--- config.mk ---
export PLATFORM = sky130hd
export DESIGN_NAME = utf8_validate_crlf_normalize_unit
export DESIGN_NICKNAME = d
export VERILOG_FILES = /design/src/rtl/core/utf8v_pkg.sv /design/src/rtl/core/utf8v_front.sv /design/src/rtl/core/utf8v_queue.sv /design/src/rtl/core/utf8v_back.sv /design/src/rtl/core/utf8_validate_crlf_normalize_unit.sv
export VERILOG_INCLUDE_DIRS = /design/src /design/src/rtl/core
export SDC_FILE = /design/constraint.sdc
export NUM_CORES = 1
export LEC_CHECK = 0
export ABC_CLOCK_PERIOD_IN_PS = 10600
export BUFFER_PORTS_ARGS = -buffer_cell sky130_fd_sc_hd__buf_2
export CAP_MARGIN = 20
export CORE_ASPECT_RATIO = 1.5
export CORE_UTILIZATION = 55
export DETAILED_ROUTE_END_ITERATION = 8
export PLACE_DENSITY = 0.73
export SYNTH_ARGS = -nofsm -noshare
export SYNTH_HDL_FRONTEND = slang
export SYNTH_SLANG_ARGS = --single-unit
--- constraint.sdc ---
create_clock -name i_clk -period 10.6 [get_ports i_clk]
set_clock_uncertainty 0.05 [all_clocks]
set_input_delay 0 -clock i_clk [delete_from_list [all_inputs] [get_ports i_clk]]
set_output_delay 0 -clock i_clk [all_outputs]
set_load 0.1 [all_outputs]
--- src/rtl/core/utf8_validate_crlf_normalize_unit_defines.svh ---
// ---------------------------------------------------------------------------
// utf8_validate_crlf_normalize_unit assertion macros
// concurrent check helpers used by the utf8 validator top
// ---------------------------------------------------------------------------
`ifndef UTF8_VALIDATE_CRLF_NORMALIZE_UNIT_DEFINES_SVH
`define UTF8_VALIDATE_CRLF_NORMALIZE_UNIT_DEFINES_SVH

// same-cycle implication, disabled while reset is asserted
`define U8V_ASSERT_NOW(lbl, clk, rst_n, ante, cons) \
    lbl: assert property (@(posedge clk) disable iff (!(rst_n)) (ante) |-> (cons)) \
        else $error("utf8v check failed");

// next-cycle implication, disabled while reset is asserted
`define U8V_ASSERT_NEXT(lbl, clk, rst_n, ante, cons) \
    lbl: assert property (@(posedge clk) disable iff (!(rst_n)) (ante) |=> (cons)) \
        else $error("utf8v check failed");

`endif

--- src/rtl/core/utf8v_pkg.sv ---
`timescale 1ns / 1ps
// ---------------------------------------------------------------------------
// utf8v_pkg
// types, byte constants and lead classification for the utf8 validator
// ---------------------------------------------------------------------------
package utf8v_pkg;

    typedef enum logic [2:0] {
        ERR_OK        = 3'd0,
        ERR_TRUNCATED = 3'd1,
        ERR_BAD_CONT  = 3'd2,
        ERR_OVERLONG  = 3'd3,
        ERR_SURROGATE = 3'd4,
        ERR_ABOVE_MAX = 3'd5,
        ERR_BAD_LEAD  = 3'd6
    } t_err;

    // number of continuation bytes after a lead, or a bad lead
    typedef enum logic [2:0] {
        CLS_ASCII = 3'd0,
        CLS_CONT1 = 3'd1,
        CLS_CONT2 = 3'd2,
        CLS_CONT3 = 3'd3,
        CLS_BAD   = 3'd4
    } t_lead_cls;

    localparam logic [7:0] BYTE_LF        = 8'h0A;
    localparam logic [7:0] BYTE_CR        = 8'h0D;
    localparam logic [7:0] LEAD2_LO       = 8'hC2;
    localparam logic [7:0] LEAD2_HI       = 8'hDF;
    localparam logic [7:0] LEAD3_LO       = 8'hE0;
    localparam logic [7:0] LEAD3_HI       = 8'hEF;
    localparam logic [7:0] LEAD4_LO       = 8'hF0;
    localparam logic [7:0] LEAD4_HI       = 8'hF4;
    localparam logic [7:0] LEAD_SURR      = 8'hED;
    localparam logic [7:0] CONT_MASK      = 8'hC0;
    localparam logic [7:0] CONT_TAG       = 8'h80;
    localparam logic [7:0] E0_MIN_CONT    = 8'hA0;
    localparam logic [7:0] SURR_MIN_CONT  = 8'hA0;
    localparam logic [7:0] F0_MIN_CONT    = 8'h90;
    localparam logic [7:0] F4_MAX_CONT    = 8'h8F;
    localparam logic [7:0] BOM_B0         = 8'hEF;
    localparam logic [7:0] BOM_B1         = 8'hBB;
    localparam logic [7:0] BOM_B2         = 8'hBF;

    localparam int unsigned BURST_BYTES = 4;
    localparam int unsigned QUEUE_DEPTH = 2;

    // one queue entry: the result beats caused by one input beat
    typedef struct packed {
        logic [1:0]                   last_idx;
        logic                         has_byte;
        logic [BURST_BYTES-1:0][7:0]  bytes;
        logic                         eot;
        t_err                         err;
        logic [31:0]                  offset;
    } t_burst;

    function automatic t_lead_cls lead_class(input logic [7:0] b);
        t_lead_cls c;
        case (b) inside
            [8'h00:8'h7F]:       c = CLS_ASCII;
            [LEAD2_LO:LEAD2_HI]: c = CLS_CONT1;
            [LEAD3_LO:LEAD3_HI]: c = CLS_CONT2;
            [LEAD4_LO:LEAD4_HI]: c = CLS_CONT3;
            default:             c = CLS_BAD;
        endcase
        return c;
    endfunction

endpackage

--- src/rtl/core/utf8v_front.sv ---
`timescale 1ns / 1ps
// ---------------------------------------------------------------------------
// utf8v_front
// takes input beats, tracks sequence state and builds result bursts
// ---------------------------------------------------------------------------
module utf8v_front #(
    parameter int OFFSET_BITS = 32
) (
    input  logic             i_clk,
    input  logic             i_rst_n,
    input  logic             i_valid,
    output logic             o_ready,
    input  logic [7:0]       i_byte,
    input  logic             i_last,
    input  logic             i_full,
    output logic             o_push,
    output utf8v_pkg::t_burst o_burst
);
    import utf8v_pkg::*;

    logic [7:0]             r_held [3];
    logic [7:0]             n_held [3];
    logic [1:0]             r_need, n_need;
    t_err                   r_fault, n_fault;
    logic [OFFSET_BITS-1:0] r_lead_off, n_lead_off;
    logic [OFFSET_BITS-1:0] r_count, n_count;
    logic                   r_pcr, n_pcr;
    t_err                   r_err, n_err;
    logic                   r_start, n_start;

    logic                   accept;
    logic [2:0]             e_cnt;
    logic [BURST_BYTES-1:0][7:0] e_bytes;
    t_lead_cls              cls;
    t_lead_cls              held_cls;
    logic [1:0]             cont_n;
    logic [1:0]             pos;
    logic [63:0]            off_wide;

    assign o_ready = !i_full;
    assign accept  = i_valid && o_ready;

    always_comb begin
        n_held     = r_held;
        n_need     = r_need;
        n_fault    = r_fault;
        n_lead_off = r_lead_off;
        n_count    = r_count;
        n_pcr      = r_pcr;
        n_err      = r_err;
        n_start    = r_start;
        e_cnt      = 3'd0;
        e_bytes    = '0;
        cls        = lead_class(i_byte);
        held_cls   = lead_class(r_held[0]);
        cont_n     = (held_cls == CLS_ASCII || held_cls == CLS_BAD) ? 2'd1
                                                                    : held_cls[1:0];
        pos        = 2'(cont_n - r_need + 2'd1);
        if (r_err == ERR_OK) begin
            if (r_need == 2'd0) begin
                if (r_pcr) begin
                    // a waiting cr leaves as lf once the next lead shows up
                    n_pcr      = 1'b0;
                    e_bytes[0] = BYTE_LF;
                    e_cnt      = 3'd1;
                end
                if (r_pcr && i_byte == BYTE_LF) begin
                    n_count = r_count + OFFSET_BITS'(1);
                    n_start = 1'b0;
                end else begin
                    n_lead_off = r_count;
                    n_count    = r_count + OFFSET_BITS'(1);
                    case (cls)
                        CLS_ASCII: begin
                            if (i_byte == BYTE_CR) begin
                                n_pcr = 1'b1;
                            end else begin
                                e_bytes[e_cnt[1:0]] = i_byte;
                                e_cnt               = e_cnt + 3'd1;
                            end
                            n_start = 1'b0;
                        end
                        CLS_CONT1, CLS_CONT2, CLS_CONT3: begin
                            n_held[0] = i_byte;
                            n_need    = cls[1:0];
                            n_fault   = ERR_OK;
                        end
                        default: begin
                            n_err   = ERR_BAD_LEAD;
                            n_start = 1'b0;
                        end
                    endcase
                end
            end else begin
                n_count = r_count + OFFSET_BITS'(1);
                if ((i_byte & CONT_MASK) != CONT_TAG) begin
                    n_fault = ERR_BAD_CONT;
                end else if (pos == 2'd1 && r_fault == ERR_OK) begin
                    if (r_held[0] == LEAD3_LO && i_byte < E0_MIN_CONT) begin
                        n_fault = ERR_OVERLONG;
                    end else if (r_held[0] == LEAD_SURR && i_byte >= SURR_MIN_CONT) begin
                        n_fault = ERR_SURROGATE;
                    end else if (r_held[0] == LEAD4_LO && i_byte < F0_MIN_CONT) begin
                        n_fault = ERR_OVERLONG;
                    end else if (r_held[0] == LEAD4_HI && i_byte > F4_MAX_CONT) begin
                        n_fault = ERR_ABOVE_MAX;
                    end
                end
                if (r_need > 2'd1) begin
                    if (pos != 2'd3) begin
                        n_held[pos] = i_byte;
                    end
                    n_need = r_need - 2'd1;
                end else begin
                    n_need = 2'd0;
                    if (n_fault != ERR_OK) begin
                        n_err = n_fault;
                    end else if (r_start && cont_n == 2'd2 && r_held[0] == BOM_B0 &&
                                 r_held[1] == BOM_B1 && i_byte == BOM_B2) begin
                        // leading byte order mark, offsets restart after it
                        n_count = '0;
                    end else begin
                        for (int i = 0; i < BURST_BYTES; i++) begin
                            if (i < 3 && 2'(i) < cont_n) begin
                                e_bytes[2'(i)] = r_held[2'(i)];
                            end else if (2'(i) == cont_n) begin
                                e_bytes[2'(i)] = i_byte;
                            end
                        end
                        e_cnt = {1'b0, cont_n} + 3'd1;
                    end
                    n_start = 1'b0;
                end
            end
        end
        if (i_last && n_err == ERR_OK) begin
            if (n_need != 2'd0) begin
                n_err = ERR_TRUNCATED;
            end else if (n_pcr) begin
                e_bytes[e_cnt[1:0]] = BYTE_LF;
                e_cnt               = e_cnt + 3'd1;
            end
        end
    end

    assign off_wide = 64'(n_lead_off);

    always_comb begin
        o_push            = accept && (i_last || e_cnt != 3'd0);
        o_burst.bytes     = e_bytes;
        o_burst.has_byte  = (e_cnt != 3'd0);
        o_burst.last_idx  = (e_cnt == 3'd0) ? 2'd0 : 2'(e_cnt - 3'd1);
        o_burst.eot       = i_last;
        o_burst.err       = i_last ? n_err : ERR_OK;
        o_burst.offset    = (i_last && n_err != ERR_OK) ? off_wide[31:0] : 32'd0;
    end

    always_ff @(posedge i_clk) begin
        if (!i_rst_n) begin
            r_need     <= 2'd0;
            r_fault    <= ERR_OK;
            r_lead_off <= '0;
            r_count    <= '0;
            r_pcr      <= 1'b0;
            r_err      <= ERR_OK;
            r_start    <= 1'b1;
        end else if (accept) begin
            if (i_last) begin
                r_need     <= 2'd0;
                r_fault    <= ERR_OK;
                r_lead_off <= '0;
                r_count    <= '0;
                r_pcr      <= 1'b0;
                r_err      <= ERR_OK;
                r_start    <= 1'b1;
            end else begin
                r_need     <= n_need;
                r_fault    <= n_fault;
                r_lead_off <= n_lead_off;
                r_count    <= n_count;
                r_pcr      <= n_pcr;
                r_err      <= n_err;
                r_start    <= n_start;
            end
        end
    end

    always_ff @(posedge i_clk) begin
        if (accept) begin
            r_held <= n_held;
        end
    end

endmodule

--- src/rtl/core/utf8v_queue.sv ---
`timescale 1ns / 1ps
// ---------------------------------------------------------------------------
// utf8v_queue
// two-entry burst queue between the front and back parts
// ---------------------------------------------------------------------------
module utf8v_queue (
    input  logic              i_clk,
    input  logic              i_rst_n,
    input  logic              i_push,
    input  utf8v_pkg::t_burst i_data,
    output logic              o_full,
    output logic              o_valid,
    output utf8v_pkg::t_burst o_head,
    input  logic              i_pop
);
    import utf8v_pkg::*;

    localparam int PTR_BITS = $clog2(QUEUE_DEPTH);

    t_burst              r_mem [QUEUE_DEPTH];
    logic [PTR_BITS-1:0] r_wr, r_rd;
    logic [PTR_BITS:0]   r_level;
    logic                do_push, do_pop;

    assign o_full  = (r_level == (PTR_BITS+1)'(QUEUE_DEPTH));
    assign o_valid = (r_level != '0);
    assign o_head  = r_mem[r_rd];
    assign do_push = i_push && !o_full;
    assign do_pop  = i_pop && o_valid;

    always_ff @(posedge i_clk) begin
        if (!i_rst_n) begin
            r_wr    <= '0;
            r_rd    <= '0;
            r_level <= '0;
        end else begin
            if (do_push) begin
                r_wr <= r_wr + PTR_BITS'(1);
            end
            if (do_pop) begin
                r_rd <= r_rd + PTR_BITS'(1);
            end
            if (do_push && !do_pop) begin
                r_level <= r_level + (PTR_BITS+1)'(1);
            end else if (do_pop && !do_push) begin
                r_level <= r_level - (PTR_BITS+1)'(1);
            end
        end
    end

    always_ff @(posedge i_clk) begin
        if (do_push) begin
            r_mem[r_wr] <= i_data;
        end
    end

endmodule

--- src/rtl/core/utf8v_back.sv ---
`timescale 1ns / 1ps
// ---------------------------------------------------------------------------
// utf8v_back
// splits queued bursts into single result beats on an output register
// ---------------------------------------------------------------------------
module utf8v_back (
    input  logic              i_clk,
    input  logic              i_rst_n,
    input  logic              i_head_valid,
    input  utf8v_pkg::t_burst i_head,
    output logic              o_pop,
    output logic              o_valid,
    input  logic              i_ready,
    output logic [7:0]        o_byte,
    output logic              o_has_byte,
    output logic              o_eot,
    output logic [2:0]        o_err,
    output logic [31:0]       o_offset
);
    import utf8v_pkg::*;

    logic [1:0]  r_idx;
    logic        r_valid;
    logic [7:0]  r_byte;
    logic        r_has_byte;
    logic        r_eot;
    t_err        r_err;
    logic [31:0] r_offset;
    logic        load;
    logic        at_end;

    assign load   = i_head_valid && (!r_valid || i_ready);
    assign at_end = (r_idx == i_head.last_idx);
    assign o_pop  = load && at_end;

    always_ff @(posedge i_clk) begin
        if (!i_rst_n) begin
            r_valid <= 1'b0;
            r_idx   <= 2'd0;
        end else if (load) begin
            r_valid <= 1'b1;
            r_idx   <= at_end ? 2'd0 : r_idx + 2'd1;
        end else if (i_ready) begin
            r_valid <= 1'b0;
        end
    end

    always_ff @(posedge i_clk) begin
        if (load) begin
            r_byte     <= i_head.bytes[r_idx];
            r_has_byte <= i_head.has_byte;
            r_eot      <= i_head.eot && at_end;
            r_err      <= at_end ? i_head.err : ERR_OK;
            r_offset   <= at_end ? i_head.offset : 32'd0;
        end
    end

    assign o_valid    = r_valid;
    assign o_byte     = r_byte;
    assign o_has_byte = r_has_byte;
    assign o_eot      = r_eot;
    assign o_err      = r_err;
    assign o_offset   = r_offset;

endmodule

--- src/rtl/core/utf8_validate_crlf_normalize_unit.sv ---
`timescale 1ns / 1ps
// ---------------------------------------------------------------------------
// utf8_validate_crlf_normalize_unit
// strict utf-8 checker with byte order mark removal and cr/crlf to lf
// ---------------------------------------------------------------------------
//
//  channel | direction | handshake                  | payload
//  --------+-----------+----------------------------+-------------------------------
//  in      | input     | i_in_valid / o_in_ready    | i_in_byte, i_in_last
//  out     | output    | o_out_valid / i_out_ready  | o_out_byte .. o_error_offset
//
//  an input beat is taken whenever the burst queue has room
//  each input beat yields zero to four output beats, one per cycle from the back
//  part while the output is not stalled, so sustained rate is set by the output
//  register; an input beat passes a queue entry and then the output register
//  synchronous active-low reset clears control state, no clearing pass needed
//  either side may stall on its own: the two-entry queue absorbs the difference
//
module utf8_validate_crlf_normalize_unit #(
    parameter int OFFSET_BITS = 32
) (
    input  logic        i_clk,
    input  logic        i_rst_n,
    // input beats
    input  logic        i_in_valid,
    output logic        o_in_ready,
    input  logic [7:0]  i_in_byte,
    input  logic        i_in_last,
    // result beats
    output logic        o_out_valid,
    input  logic        i_out_ready,
    output logic [7:0]  o_out_byte,
    output logic        o_has_byte,
    output logic        o_end_of_text,
    output logic [2:0]  o_error_code,
    output logic [31:0] o_error_offset
);
    import utf8v_pkg::*;

    `include "utf8_validate_crlf_normalize_unit_defines.svh"

    // front to queue
    logic   push;
    t_burst push_data;
    logic   q_full;
    // queue to back
    logic   head_valid;
    t_burst head;
    logic   pop;

    // front: decode, fault tracking, bom strip, line-end folding
    utf8v_front #(
        .OFFSET_BITS (OFFSET_BITS)
    ) u_front (
        .i_clk   (i_clk),
        .i_rst_n (i_rst_n),
        .i_valid (i_in_valid),
        .o_ready (o_in_ready),
        .i_byte  (i_in_byte),
        .i_last  (i_in_last),
        .i_full  (q_full),
        .o_push  (push),
        .o_burst (push_data)
    );

    // slack for bursts of up to four result beats
    utf8v_queue u_queue (
        .i_clk   (i_clk),
        .i_rst_n (i_rst_n),
        .i_push  (push),
        .i_data  (push_data),
        .o_full  (q_full),
        .o_valid (head_valid),
        .o_head  (head),
        .i_pop   (pop)
    );

    // back: one result beat per cycle into the output register while not stalled
    utf8v_back u_back (
        .i_clk        (i_clk),
        .i_rst_n      (i_rst_n),
        .i_head_valid (head_valid),
        .i_head       (head),
        .o_pop        (pop),
        .o_valid      (o_out_valid),
        .i_ready      (i_out_ready),
        .o_byte       (o_out_byte),
        .o_has_byte   (o_has_byte),
        .o_eot        (o_end_of_text),
        .o_err        (o_error_code),
        .o_offset     (o_error_offset)
    );

    // a result without a text byte only ever closes a text
    `U8V_ASSERT_NOW(a_empty_is_end, i_clk, i_rst_n, o_out_valid && !o_has_byte, o_end_of_text)
    // error fields stay clear on beats inside a text
    `U8V_ASSERT_NOW(a_mid_no_err, i_clk, i_rst_n, o_out_valid && !o_end_of_text,
                    o_error_code == ERR_OK && o_error_offset == 32'd0)
    // a clean end carries no offset
    `U8V_ASSERT_NOW(a_ok_no_off, i_clk, i_rst_n, o_out_valid && o_error_code == ERR_OK,
                    o_error_offset == 32'd0)
    // no push is ever dropped on a full queue
    `U8V_ASSERT_NOW(a_no_push_full, i_clk, i_rst_n, push, !q_full)

endmodule
# --- Word-level counts from Yosys, hierarchy flattened ---
# Memories as Yosys holds them, arrays and structs flattened. A register that Yosys moved wholly into a read port is not among the register bits.
# Index checks and enable logic that the tools add are counted.
word_totals:
  n_memories: 1
  ff_bits: 150
  output_inout_bits: 47
  in_bits: 13
  mem_bits_rw: 142
classes:
  bitwise_logic: 5
  add_sub_neg: 13
  muxes: 119
  reduce_logical: 64
  order_cmp: 30
  n_eq_ne: 26
memory_table:
  columns: ["memory", "words", "word_bits", "read_ports", "rd_clocked_by_memory_dff", "wr", "line_no", "source"]
  rows:
  - ["u_queue.r_mem", 2, 71, 1, 1, 1, "utf8v_queue.sv:20", "t_burst r_mem [QUEUE_DEPTH];"]
ops:
  columns: ["op", "n"]
  rows:
  - ["32-bit 2-to-1 mux", 18]
  - ["3-bit 2-to-1 mux", 44]
  - ["8-bit 2-to-1 mux", 13]
  - ["16-bit 2-to-1 mux", 5]
  - ["8-bit == test (second input constant)", 7]
  - ["8-bit greater-or-equal comparator (second input constant)", 7]
  - ["8-bit demux with 2-bit select", 3]
  - ["8-bit <= comparator (second input constant)", 6]
  - ["24-bit 2-to-1 mux", 2]
  - ["32-bit by 1-bit adder with 32-bit output (second input constant)", 1]
  - ["32-bit bitwise mux", 1]
  - ["1-bit logical AND", 32]
  - ["24-bit AND", 1]
  - ["24-bit bitwise mux", 1]
  - ["24-bit inverter", 1]
  - ["2-bit 2-to-1 mux", 11]
  - ["1-bit 2-to-1 mux", 19]
  - ["3-bit zero test", 6]
  - ["8-bit binary-select mux with 2-bit select", 1]
  - ["8-bit by 4-bit == test with 1-bit output (second input constant)", 2]
  - ["8-bit by 1-bit greater-or-equal comparator with 1-bit output (second input constant)", 2]
  - ["8-bit by 7-bit <= comparator with 1-bit output (second input constant)", 2]
  - ["8-bit less-than comparator (second input constant)", 2]
  - ["2-bit nonzero test", 7]
  - ["38 further kinds", 63]

# --- Longest topological paths before layout ---
logic_depth:
  ltp_word: 34
  ltp_mapped: 21

# --- By module ---
# Synthesis repeated with hierarchy kept, for this count alone.
unflattened:
  cells_unflattened: 1130
  area_unflattened_um2: 13108.8
modules_own_cells:
  columns: ["module", "seq_area_each_um2", "cells_each", "area_per_inst_um2", "instances"]
  rows:
  - ["utf8v_front", 1961.9, 768, 5759.3, 1]
  - ["utf8v_queue", 4364.2, 246, 5357.6, 1]
  - ["utf8v_back", 1411.4, 116, 1991.9, 1]

# --- Least setup slack after synthesis ---
# No wires, ideal clock.
synth_path:
  kind: "reg2reg"
  start: "reg u_front.r_held[19] (netlist bit)"
  end: "mem u_queue.r_mem[0][0] (netlist bit) (enable)"
  path_slack_ns: 2.983
  path_stages_with_launch: 17
  t_required_ns: 10.008
  synth_period_minus_slack_ns: 7.617
  setup_time_ns: 0.542
  t_arrival_ns: 7.025
  cell_sequence: "edfxtp_1 > and4b_1 > nand3_1 > and2_1 > clkbuf_1 > xnor2_1 > ha_1 > nor4b_1 > and3_1 > and2_1 > o41a_1 > nand2b_1 > clkbuf_1 > ha_1 > or3_1 > a21boi_1 > nor3_1"
synth_between:
  elab_chain_len: 32
  word_cells_on_any_way: 69
  classes_between: "add/sub: 4; order compare: 8; eq/ne: 8; mux: 27; reduce/logical: 22"
synth_rtl:
  columns: ["element", "line_no", "source"]
  rows:
  - ["from (decl)", "utf8v_front.sv:21", "logic [7:0] r_held [3];"]
  - ["from (signal assigned)", "utf8v_front.sv:190", "r_held <= n_held;"]
  - ["8-bit greater-or-equal comparator (not written as such) or 8-bit <= comparator (tied branches)", "utf8v_front.sv:55", "held_cls = lead_class(r_held[0]);"]
  - ["1-bit logical AND (not written as such)", "utf8v_front.sv:55", null]
  - ["3-bit 2-to-1 mux (4 in a row)", "utf8v_pkg.sv:61", "case (b) inside"]
  - ["3-bit == test or 3-bit zero test (tied branches)", "utf8v_front.sv:56", "cont_n = (held_cls == CLS_ASCII || held_cls == CLS_BAD) ? 2'd1"]
  - ["1-bit logical OR", "utf8v_front.sv:56", null]
  - ["2-bit 2-to-1 mux", "utf8v_front.sv:56", null]
  - ["2-bit subtractor", "utf8v_front.sv:58", "pos = 2'(cont_n - r_need + 2'd1);"]
  - ["2-bit by 1-bit adder with 2-bit output", "utf8v_front.sv:58", null]
  - ["[... 13 more ...]", null, null]
  - ["3-bit 2-to-1 mux", "utf8v_front.sv:137", "if (n_need != 2'd0) begin"]
  - ["3-bit 2-to-1 mux *", "utf8v_front.sv:136", "if (i_last && n_err == ERR_OK) begin"]
  - ["3-bit nonzero test *", "utf8v_front.sv:149", "o_push = accept && (i_last || e_cnt != 3'd0);"]
  - ["1-bit logical OR *", "utf8v_front.sv:149", null]
  - ["1-bit logical AND *", "utf8v_front.sv:149", null]
  - ["1-bit logical AND *", "utf8v_queue.sv:28", "assign do_push = i_push && !o_full;"]
  - ["1-bit 2-to-1 mux *", "utf8v_queue.sv:52", "if (do_push) begin"]
  - ["1-bit 2-to-1 mux (not written as such) *", "utf8v_queue.sv:53", "r_mem[r_wr] <= i_data;"]
  - ["to (decl)", "utf8v_queue.sv:20", null]
# Every way passes the cells marked *; elsewhere a longest branch is shown, timed or not. The select of a mux whose other input is x is not followed.

# --- Worst setup path after layout ---
layout_path:
  start: "reg u_front.r_held[19] (netlist bit)"
  end: "reg u_queue.r_level[1]"
layout_between:
  elab_chain_len: 33
  word_cells_on_any_way: 72
  classes_between: "add/sub: 4; order compare: 8; eq/ne: 8; mux: 26; reduce/logical: 26"
layout_rtl:
  columns: ["element", "line_no", "source"]
  rows:
  - ["8-bit greater-or-equal comparator (not written as such) or 8-bit <= comparator (tied branches)", "utf8v_front.sv:55", null]
  - ["1-bit logical AND (not written as such)", "utf8v_front.sv:55", null]
  - ["3-bit 2-to-1 mux (4 in a row)", "utf8v_pkg.sv:61", null]
  - ["3-bit == test or 3-bit zero test (tied branches)", "utf8v_front.sv:56", null]
  - ["1-bit logical OR", "utf8v_front.sv:56", null]
  - ["2-bit 2-to-1 mux", "utf8v_front.sv:56", null]
  - ["2-bit subtractor", "utf8v_front.sv:58", null]
  - ["2-bit by 1-bit adder with 2-bit output", "utf8v_front.sv:58", null]
  - ["[... 15 more ...]", null, null]
  - ["3-bit nonzero test *", "utf8v_front.sv:149", null]
  - ["1-bit logical OR *", "utf8v_front.sv:149", null]
  - ["1-bit logical AND *", "utf8v_front.sv:149", null]
  - ["1-bit logical AND *", "utf8v_queue.sv:28", null]
  - ["named net u_queue.do_push", "utf8v_queue.sv:23", "logic do_push, do_pop;"]
  - ["1-bit zero test", "utf8v_queue.sv:45", "end else if (do_pop && !do_push) begin"]
  - ["1-bit logical AND", "utf8v_queue.sv:45", null]
  - ["2-bit nonzero test (no line)", null, null]
  - ["to (signal assigned)", "utf8v_queue.sv:44", "r_level <= r_level + (PTR_BITS+1)'(1);"]
  - ["to (signal assigned)", "utf8v_queue.sv:46", "r_level <= r_level - (PTR_BITS+1)'(1);"]
  - ["to (decl)", "utf8v_queue.sv:22", "logic [PTR_BITS:0] r_level;"]
# The timed path passes the listed nets; every way through them passes the cells marked *. The select of a mux whose other input is x is not followed.
# A chain may end at the register's enable or synchronous reset.

==> flow_summary.toml <==
[timing]
rsz0062_at_grt = "no"
min_period_ns = 5.63
slew_headroom = 0.339
finalHoldViolCount = 0
hold_ws_ns = 0.0586
period_share = 0.531
tightest_slew_ns = 0.984
fmax_ghz = 0.178
setup_tns_ns = 0
setup_viol = 0
maxSlewViolCount = 0

[yosys]
syn-cell-area_mm2 = 0.0114
synthAdderAreaFrac = 0.0121
synth-edff-count = 175
synth_mux_area_frac = 0.0561
post-synth-top-count-cell = "edfxtp_1"
synth_simple_gate_area_share = 0.166
ys_seq_area_frac = 0.607
synth_flop_cell = "edfxtp_1"
yosysTopAreaCell = "edfxtp_1"
syn_inst = 1027
ys_async_sr_fraction = 0
yosysTopAreaCellShare = 0.463
synth-seq-cells = 257
synth_commonest_cells = "edfxtp_1 (175), nor2_1 (136), nand2_1 (111)"
synthTopCellsByArea = "edfxtp_1 (46%), dfxtp_1 (14%), nor2_1 (4.5%), nand2_1 (3.7%), mux2i_1 (3.5%)"
synth_top_family_by_area = "simple AND/OR/NAND/NOR gates"
synth_nets = 1051
synth_cell_types = 68
avgSynthCellArea_um2 = 11.1
synthXorXnorAreaFrac = 0.00617
synth_compound_area_frac = 0.125
yosys_warnings = 0

[floorplanning]
die_area_mm2 = 0.0212
floorplan.initialDensity = 0.559
die_width_um = 119
core.rowCount = 64
core_area_mm2 = 0.0203
die_h_um = 178
ioPinCount = 60

[global_route]
grt_first_pass_wirelength_um = 41700
grt_max_degree = 50
overflow = 0
grt_pass1_vias = 8065
antenna_found_initial = 0
grt_usage = 0.251

[cells_and_area]
syn_to_final_growth_pct = 12.9
num_antenna_cells = 0
layout.nets = 1099
fillers = 1634
drive_gt1_frac = 0.133

[worst_setup_path]
cp.required_ns = 11.00
crit_fanout = 10
reg2regPathDepth = 18
crit_path_end_kind = "flop"
start_kind = "flop"
critPathKind = "flop to flop"
startpoint = "u_front.r_held[19]"
r2r_start = "u_front.r_held[19]"
arrival_ns = 6.03

[clocking]
clk_latency_ns = 0.53
cts_buffers = 24
cts_root_buf = "clkbuf_16"
cts_tree = "yes"
clk_pin_slew_ns = 0.06
cts_sinks = 257
cts_htree_levels = 1
cts_buffer_depth = 3

[place]
dpl.hpwl_um = 17300
gp_congestion = 0.977
io_buffers = 59

[min_path]
hp-class = "input port to flop"
worstHoldPathCells = 4
min_from = "i_in_valid"

[detailed_routing]
vias_per_cell = 5.97
drt-pass1-iter-count = 5
ant_nets = 0
drc = 0
num_vias = 8108
drtIter0Drc = 599
wl_um = 26200
wl_per_cell_um = 19.3

[power_and_ir_drop]
power_mw = 3.44
p_leak_nw = 4.42
peakVddDrop_mv = 0.210
power-per-cell-area_mw_per_mm2 = 268

[run]
max_cap_violations = 0

[run_status]
status = "complete, no violations"
worst max-delay path, stage by stage (launching register included):
cell and delay, ns:
edfxtp_1 0.43, and4b_1 0.36, nand3_1 0.15, and2_1 0.26
xnor2_1 0.28, ha_1 0.23, nor4b_1 0.39, nand3_1 0.19
o211ai_1 0.36, nor3_1 0.14, buf_2 0.21, a31oi_1 0.43
ha_1 0.36, or3_1 0.42, a21boi_1 0.36, nor2_1 0.08
ha_1 0.34, or3_1 0.35, a21oi_1 0.16
report_power, final:
group          switching [mW]  leakage [nW]  internal, mW
Sequential             0.0763          2.33          1.29
Clock                   0.368         0.386         0.492
Combinational            1.00          1.70         0.213
worst paths after layout:
kind,to,slack [ns]
worst max register to register,u_queue.r_level[1],4.97
worst min register to register,u_front.r_lead_off[23],0.45
worst max-delay path,u_queue.r_level[1],4.97
worst min-delay path,u_front.r_err[0],0.06
area by class of cell:
class / count / area (um2) / area share
well taps: 264 / 330 / 0.0258
flip-flops and latches: 257 / 6900 / 0.538
repair buffers: 88 / 536 / 0.0418
inverters: 18 / 67.6 / 0.00527
multi-input cells: 686 / 4190 / 0.327
clock buffers: 31 / 657 / 0.0512
clock inverters: 13 / 150 / 0.0117
sequential cells by signal, summed over array words and instances (netlist names), named ones only:
name	count
u_back.o_valid	1
u_back.o_err	3
u_front.r_pcr	1
u_queue.r_level	2
u_front.r_need	2
u_front.r_held	16
u_back.o_offset	32
u_queue.r_rd	1
u_front.r_err	3
u_back.r_idx	2
u_front.r_start	1
u_front.r_lead_off	32
u_back.o_has_byte	1
u_queue.r_wr	1
u_queue.r_mem	114
u_back.o_eot	1
u_front.r_count	32
u_back.o_byte	8
u_front.r_fault	3
layer usage:
metal | vias up | share of wire | track usage
met5 | - | 0 | 0
met4 | 0 | 0.040 | 0.117
met3 | 57 | 0.040 | 0.0230
met2 | 236 | 0.54 | 0.478
met1 | 3936 | 0.38 | 0.281
li1 | 3879 | - | -
cells by family after synthesis:
group | count (synthesis)
AOI/OAI and AO/OA | 218
xor gates and xnor gates | 8
adders and majority gates | 11
buffers and inverters | 84
DFF | 257
muxes | 52
and+or+nand+nor | 397
layout by cell type, fill, tap and decap left out, types with 12 or more instances in the layout:
cell / count
clkbuf_16: 24
nor4_1: 12
inv_1: 17
o21ai_0: 27
nand2_1: 111
nand3_1: 21
a31oi_1: 13
dfxtp_1: 81
edfxtp_1: 175
mux2i_1: 40
buf_4: 16
a21oi_1: 72
and2_1: 19
nor2b_1: 12
and3_1: 12
nor2_1: 132
buf_2: 60
a22oi_1: 43
nor3_1: 22
through the flow:
step | setup WS [ns] | std cells | utilization | cell area, um2
after floorplan | 2.98 | 1027 | - | 11400
after global placement | 5.01 | 1300 | 0.585 | 11900
after detailed placement | 4.69 | 1300 | 0.585 | 11900
after CTS | 4.66 | 1355 | 0.630 | 12800
after global routing | 4.55 | 1357 | 0.631 | 12800
final | 4.97 | 1357 | 0.631 | 12800
what timing repair did:
item / CTS / global route
endpoints found under the hold margin: 22 / 0
setup buffers: 0 / 0
gates resized for setup: 0 / 0
hold buffers: 11 / 0
(Power assumes the default switching activity.)
